--- src/design/bcc_pkg.sv ---
package bcc_pkg;

  // width of every input field
  localparam int FIELD_W = 10;

  // query classes decided at the front
  typedef logic [1:0] kind_t;
  localparam kind_t KIND_RUN       = 2'd0;
  localparam kind_t KIND_ZERO_ROWS = 2'd1;
  localparam kind_t KIND_OVER      = 2'd2;

  // one classified query as held in the queue
  typedef struct packed {
    kind_t              kind;
    logic [FIELD_W-1:0] part_count;
    logic [FIELD_W-1:0] target_total;
    logic [FIELD_W-1:0] min_part;
  } job_t;

endpackage

--- src/design/bcc_front.sv ---
module bcc_front #(
  parameter int MAX_TOTAL = 1023
) (
  input  logic                        clk,
  input  logic                        rst_n,
  input  logic                        in_valid,
  output logic                        in_ready,
  input  logic [bcc_pkg::FIELD_W-1:0] in_part_count,
  input  logic [bcc_pkg::FIELD_W-1:0] in_target_total,
  input  logic [bcc_pkg::FIELD_W-1:0] in_min_part,
  output logic                        q_valid,
  output bcc_pkg::job_t               q_job,
  input  logic                        q_pop
);

  bcc_pkg::job_t ent_r [2];
  logic          wr_ptr_r, wr_ptr_nxt;
  logic          rd_ptr_r, rd_ptr_nxt;
  logic [1:0]    cnt_r, cnt_nxt;
  bcc_pkg::job_t new_job;
  logic          push;

  // classify the incoming word
  always_comb begin
    new_job.part_count   = in_part_count;
    new_job.target_total = in_target_total;
    new_job.min_part     = in_min_part;
    if (int'(in_target_total) > MAX_TOTAL) begin
      new_job.kind = bcc_pkg::KIND_OVER;
    end else if (in_part_count == '0) begin
      new_job.kind = bcc_pkg::KIND_ZERO_ROWS;
    end else begin
      new_job.kind = bcc_pkg::KIND_RUN;
    end
  end

  // two-entry queue towards the engine
  assign in_ready = (cnt_r != 2'd2);
  assign push     = in_valid && in_ready;
  assign q_valid  = (cnt_r != 2'd0);
  assign q_job    = ent_r[rd_ptr_r];

  always_comb begin
    wr_ptr_nxt = push  ? ~wr_ptr_r : wr_ptr_r;
    rd_ptr_nxt = q_pop ? ~rd_ptr_r : rd_ptr_r;
    cnt_nxt    = cnt_r + 2'(push) - 2'(q_pop);
  end

  always_ff @(posedge clk) begin
    if (!rst_n) begin
      wr_ptr_r <= 1'b0;
      rd_ptr_r <= 1'b0;
      cnt_r    <= 2'd0;
    end else begin
      wr_ptr_r <= wr_ptr_nxt;
      rd_ptr_r <= rd_ptr_nxt;
      cnt_r    <= cnt_nxt;
    end
  end

  always_ff @(posedge clk) begin
    if (push) begin
      ent_r[wr_ptr_r] <= new_job;
    end
  end

endmodule

--- config.mk ---
export PLATFORM = sky130hd
export DESIGN_NAME = bcc_front
export DESIGN_NICKNAME = d
export VERILOG_FILES = /design/src/design/bcc_pkg.sv /design/src/design/bcc_front.sv
export SDC_FILE = /design/constraint.sdc
export NUM_CORES = 1
export LEC_CHECK = 0
export BUFFER_PORTS_ARGS = -buffer_cell sky130_fd_sc_hd__buf_2
export CORE_ASPECT_RATIO = 2
export CORE_UTILIZATION = 51
export CTS_CLUSTER_DIAMETER = 150
export DETAILED_ROUTE_END_ITERATION = 8
export PLACE_DENSITY_LB_ADDON = 0.25
export SLEW_MARGIN = 5
export SYNTH_ARGS = -nofsm -noshare
export SYNTH_HDL_FRONTEND = slang
export SYNTH_SLANG_ARGS = --single-unit
export TNS_END_PERCENT = 1
--- constraint.sdc ---
create_clock -name clk -period 1.9 [get_ports clk]
set_clock_uncertainty 0.05 [all_clocks]
set_input_delay 0.285 -clock clk [delete_from_list [all_inputs] [get_ports clk]]
set_output_delay 0.285 -clock clk [all_outputs]
set_load 0.05 [all_outputs]
==> results of run 1 <==
==> cells by family after synthesis <==
group | count (synthesis)
and+or+nand+nor | 15
xor gates and xnor gates | 2
AOI/OAI and AO/OA | 5
muxes | 32
buffers and inverters | 6
DFF | 67
adders and majority gates | 1
other | 1
==> flip-flops by register name (all words and copies together), names as in the netlist, named ones only <==
signal / flops
cnt_r: 2
wr_ptr_r: 1
rd_ptr_r: 1
ent_r: 62
==> cell type report <==
type / instances / area, um^2
flip-flops and latches: 67 / 1960
clock buffers: 12 / 165
clock inverters: 4 / 95.1
repair buffers: 70 / 389
multi-input cells: 56 / 541
fillers: 347 / 1460
inverters: 2 / 7.51
well taps: 55 / 68.8
==> path summary, 6_finish.rpt <==
check	startpoint	slack, ps	to	depth (start not counted)
worst max-delay path	register	80	q_job[28]	3
worst min-delay path	in_min_part[4]	90	ent_r[1][4]	1
worst max register to register	cnt_r[0]	200	cnt_r[1]	7
worst min register to register	rd_ptr_r	570	register	2
==> metrics by stage <==
step	power (mW)	cell area, um^2	std cells
final	4.06	3230	266
after global routing	4.20	3230	266
after CTS	4.11	3230	266
after detailed placement	2.63	2960	250
after global placement	2.60	2960	250
after floorplan	2.41	2530	129
==> worst max-delay path, cell delays in order, from the launching register on <==
cell and delay, ps:
dfxtp_1 340, buf_6 220, mux2_2 380, buf_2 220
==> synthesized netlist by cell type (all sizes together), types with 2 or more instances <==
master | n | area (um^2)
edfxtp | 62 | 1860
mux2 | 31 | 349
dfxtp | 5 | 100
buf | 4 | 22.5
and2 | 3 | 18.8
a21boi | 2 | 15.0
inv | 2 | 7.51
nand2 | 2 | 7.51
nand3b | 2 | 15.0
or4 | 2 | 18.8
==> power by group through the flow <==
stage	clock (mW)	combinational (mW)	sequential, mW
after floorplan	0	0.594	1.82
after global placement	0	0.778	1.82
after detailed placement	0	0.796	1.83
after CTS	1.50	0.801	1.80
after global routing	1.56	0.830	1.81
final	1.47	0.793	1.80
==> layer usage <==
layer	vias to the layer above	wire, um	GRT usage [%]
met5	-	0	0
met4	0	100	12.1
li1	659	-	-
met1	657	1540	17.2
met2	50	2470	33.4
met3	7	245	6.46
==> summary.md, run 1 <==
| Metric | Value |
|---|---|
| Status | `finished clean` |
| Synth Area in Adders | `0.494%` |
| CP Capture Type | `primary output` |
| Most common library cell in the layout ignoring fill and taps | `buf_2` |
| Post-CTS setup buffer count | `0` |
| Initial core utilization | `54.0%` |
| Vias in the first global route | `1512` |
| Ratio of cells with drive above 1 in the final layout | `57.8%` |
| Post-synth EDFFs | `62` |
| Clock sink count | `67` |
| Commonest cells after routing, fill and taps aside | `buf_2 (66), edfxtp_1 (62), mux2_2 (31)` |
| Hold Buf Count CTS | `0` |
| Drt drc | `0` |
| Largest net degree at the start of global routing | `32` |
| RSZ-0062 raised after global routing | `no` |
| P&R area growth vs syn | `27.5%` |
| Slew Viols, Final | `0` |
| Gates resized, CTS repair | `1` |
| Most used DFF post-synth | `edfxtp_1` |
| Power density cells | `1260 nW/um^2` |
| Setup ws final | `79.2 ps` |
| Sum of negative setup slack | `0 ps` |
| H-tree level count | `3` |
| CTS tree | `yes` |
| Post-DR vias/cell | `5.16` |
| DIE WIDTH | `51.8 um` |
| Compound-Gate Fraction of Synth Area | `1.63%` |
| Initial antenna violation count | `0` |
| Antenna Nets Post-Route | `0` |
| Mapped Area | `2530 um^2` |
| #FFs+latches synth | `67` |
| Root buffer cell | `clkbuf_8` |
| First-pass GRT wire length | `6.81 mm` |
| WL/cell | `16.4 um` |
| Vias | `1373` |
| Period Utilization, post-route | `95.8%` |
| Max Cap Viol | `0` |
| CP required | `1560 ps` |
| Crit Path Class | `reg -> out` |
| Clock buffer depth | `2` |
| DRT Pass-1 Iters | `4` |
| HP Class | `in -> reg` |
| Buffers on Ports | `66` |
| IO Pins | `68` |
| Rows | `35` |
| Min Hold Slack | `87.0 ps` |
| Clock group share of total power | `36.2%` |
| GRT Resource Usage Total | `18.7%` |
| Sequential fraction of the synthesis area | `77.5%` |
| Power share of the combinational group | `19.5%` |
| Cts bufs inserted | `9` |
| Post-synthesis average cell area | `19.6 um^2` |
| Cell internal pwr | `2.97 mW` |
| DIE AREA | `5270 um^2` |
| Insertion delay to the later sink of the worst-skew pair | `330 ps` |
| Switching Share | `26.9%` |
| Synth Area in XOR/XNOR | `0.692%` |
| Mapped Cells | `129` |
| Gr ovfl total | `0` |
| Peak supply drop | `0.00101 V` |
| Layout Nets | `241` |
| Ys async rst share | `0%` |
| Syn_nets | `164` |
| CP Launch Type | `register` |
| # setup viols final | `0` |
| Final Critical Period | `1820 ps` |
| P_leak | `1.25 nW` |
| Switch Pwr | `1.09 mW` |
| Core outline area | `4690 um^2` |
| Clock Pin Slew Worst Setup and Hold Paths | `70 ps` |
| CP max FO | `20` |
| Data arrival, critical path | `1490 ps` |
| Final hold viol count | `0` |
| GP Congestion | `0.637` |
| Simple-gate share of the synthesized area | `4.15%` |
| Initial drt markers | `27` |
| Mux cell area share after synthesis | `14.2%` |
| Final Core Density | `68.9%` |
| Place WS | `241 ps` |
| Drt total wl | `4.36 mm` |
| Post-synth cell types | `27` |
| DPL Wire Length | `2.97 mm` |
| Ant. Diodes | `0` |
| Synth warn | `0` |
| Main combinational cell family by area after synthesis | `multiplexers` |
| Max frequency | `549 MHz` |
| Flop pwr share | `44.3%` |
| Die Height | `102 um` |
Power figures use the tool's default switching activity.
==> run 2: changes to the inputs <==
--- a/config.mk
+++ b/config.mk
@@ -10,7 +10,7 @@
 export CORE_UTILIZATION = 51
 export CTS_CLUSTER_DIAMETER = 150
 export DETAILED_ROUTE_END_ITERATION = 8
-export PLACE_DENSITY_LB_ADDON = 0.25
+export PLACE_DENSITY = 0.78
 export SLEW_MARGIN = 5
 export SYNTH_ARGS = -nofsm -noshare
 export SYNTH_HDL_FRONTEND = slang
==> run 2 against run 1 <==
  * Sequential power barely moved
  * Combinational power barely moved
  * Highest routed layer unchanged
  * Count of clock-buffer cells in the layout rose by 1
  * Critical path type unchanged
  * Worst setup slack got worse by 12 ps
==> summary.md, run 2 (synthesis results as in run 1) <==
| Metric | Value |
|---|---|
| Status | `finished clean` |
| CP Capture Type | `primary output` |
| Clock buffer depth | `2 (unchanged)` |
| Root buffer cell | `clkbuf_8` |
| CP Launch Type | `register` |
| IO Pins | `68 (unchanged)` |
| Initial antenna violation count | `0 (unchanged)` |
| Min Hold Slack | `85.8 ps (-1.24 ps)` |
| Total design power | `3.57 mW (-12%)` |
| Post-CTS setup buffer count | `0 (unchanged)` |
| Most common library cell in the layout ignoring fill and taps | `buf_2` |
| Insertion delay to the later sink of the worst-skew pair | `330 ps (about the same)` |
| Peak supply drop | `0.000984 V (-3.1%)` |
| Max Cap Viol | `0 (unchanged)` |
| Cts bufs inserted | `9 (unchanged)` |
| Layout Nets | `242 (+0.41%)` |
| Sum of negative setup slack | `0 ps (unchanged)` |
| Crit Path Class | `reg -> out` |
| DIE AREA | `5270 um^2 (unchanged)` |
| HP Class | `in -> reg` |
| Final hold viol count | `0 (unchanged)` |
| DIE WIDTH | `51.8 um (unchanged)` |
| CP required | `1560 ps (about the same)` |
| Ant. Diodes | `0 (unchanged)` |
| DPL Wire Length | `3.32 mm (+12%)` |
| Die Height | `102 um (unchanged)` |
| Slew Viols, Final | `0 (unchanged)` |
| Clock Pin Slew Worst Setup and Hold Paths | `70 ps (about the same)` |
| H-tree level count | `3 (unchanged)` |
| Antenna Nets Post-Route | `0 (unchanged)` |
| Period Utilization, post-route | `96.5% (+0.64 points)` |
| Initial drt markers | `49 (+81%)` |
| Vias | `1392 (+1.4%)` |
| CP max FO | `21 (+5.0%)` |
| P_leak | `1.20 nW (-3.6%)` |
| Gates resized, CTS repair | `1 (unchanged)` |
| Clock sink count | `67 (unchanged)` |
| Commonest cells after routing, fill and taps aside | `buf_2 (66), edfxtp_1 (62), mux2_2 (31)` |
| Max frequency | `546 MHz (-0.66%)` |
| Place WS | `303 ps (+61.9 ps)` |
| Largest net degree at the start of global routing | `22 (-31%)` |
| Core outline area | `4690 um^2 (unchanged)` |
| Hold Buf Count CTS | `0 (unchanged)` |
| Drt drc | `0 (unchanged)` |
| Initial core utilization | `54.0% (unchanged)` |
| Max reg flops | `62 (unchanged)` |
| GP Congestion | `0.698 (+9.5%)` |
| GRT Resource Usage Total | `20.2% (+1.5 points)` |
| DRT Pass-1 Iters | `4 (unchanged)` |
| First-pass GRT wire length | `7.24 mm (+6.3%)` |
| Post-DR vias/cell | `5.21 (+1.0%)` |
| WL/cell | `17.1 um (+4.6%)` |
| Data arrival, critical path | `1500 ps (about the same)` |
| Power density cells | `1140 nW/um^2 (-9.3%)` |
| # setup viols final | `0 (unchanged)` |
| Cell area after layout | `3130 um^2 (-3.1%)` |
| CTS tree | `yes` |
| Top Registers | `ent_r: 62 flops, cnt_r: 2 flops` |
| Area after DPL | `2960 um^2 (-0.17%)` |
| Gr ovfl total | `0 (unchanged)` |
| Rows | `35 (unchanged)` |
| Buffers on Ports | `66 (unchanged)` |
| RSZ-0062 raised after global routing | `no` |
| Final Critical Period | `1830 ps (+12.1 ps)` |
| P&R area growth vs syn | `23.5%` |
| Largest register by flop count | `ent_r` |
| Drt total wl | `4.57 mm (+5.0%)` |
| Ratio of cells with drive above 1 in the final layout | `56.6% (-1.2 points)` |
| Setup ws final | `67.0 ps (-12.1 ps)` |
| Vias in the first global route | `1576 (+4.2%)` |
run 2: worst paths after layout:
kind,from,end,slack [ps],cells after the start
max,register,q_job[23],70,3
min,in_target_total[7],ent_r[1][17],90,1
max reg2reg,cnt_r[0],cnt_r[1],230,7
min reg2reg,rd_ptr_r,rd_ptr_r,550,2
run 2: layout make-up:
cell class,count,area [um^2]
well taps,55,68.8
clock inverters,3,15.0
repair buffers,71,384
multi-input cells,56,541
inverters,2,7.51
flip-flops and latches,67,1960
clock buffers,13,149
fillers,332,1560
run 2: report_power, final:
group	internal (mW)	switching, mW	leakage [nW]	total [mW]
clock	0.503	0.476	0.0872	0.980
combinational	0.229	0.560	0.494	0.790
sequential	1.76	0.0397	0.622	1.80
run 2: metal layers:
metal  vias up  wire length, um  GRT usage [%]
li1        661                -              -
met1       673             1600           19.5
met2        48             2640           36.9
met3        10              213           5.56
met4         0              113           11.2
met5         -                0              0
run 2: metrics by stage:
| stage | utilization [%] | std cells |
|---|---|---|
| after floorplan | - | 129 |
| final | 66.7 | 267 |
| after global routing | 66.7 | 267 |
| after detailed placement | 63.2 | 251 |
| after CTS | 66.7 | 267 |
| after global placement | 63.2 | 251 |
run 2: critical path, stage by stage, from the launching register on:
cell and delay [ps]:
dfxtp_1 340, buf_6 230, mux2_2 370, buf_2 210
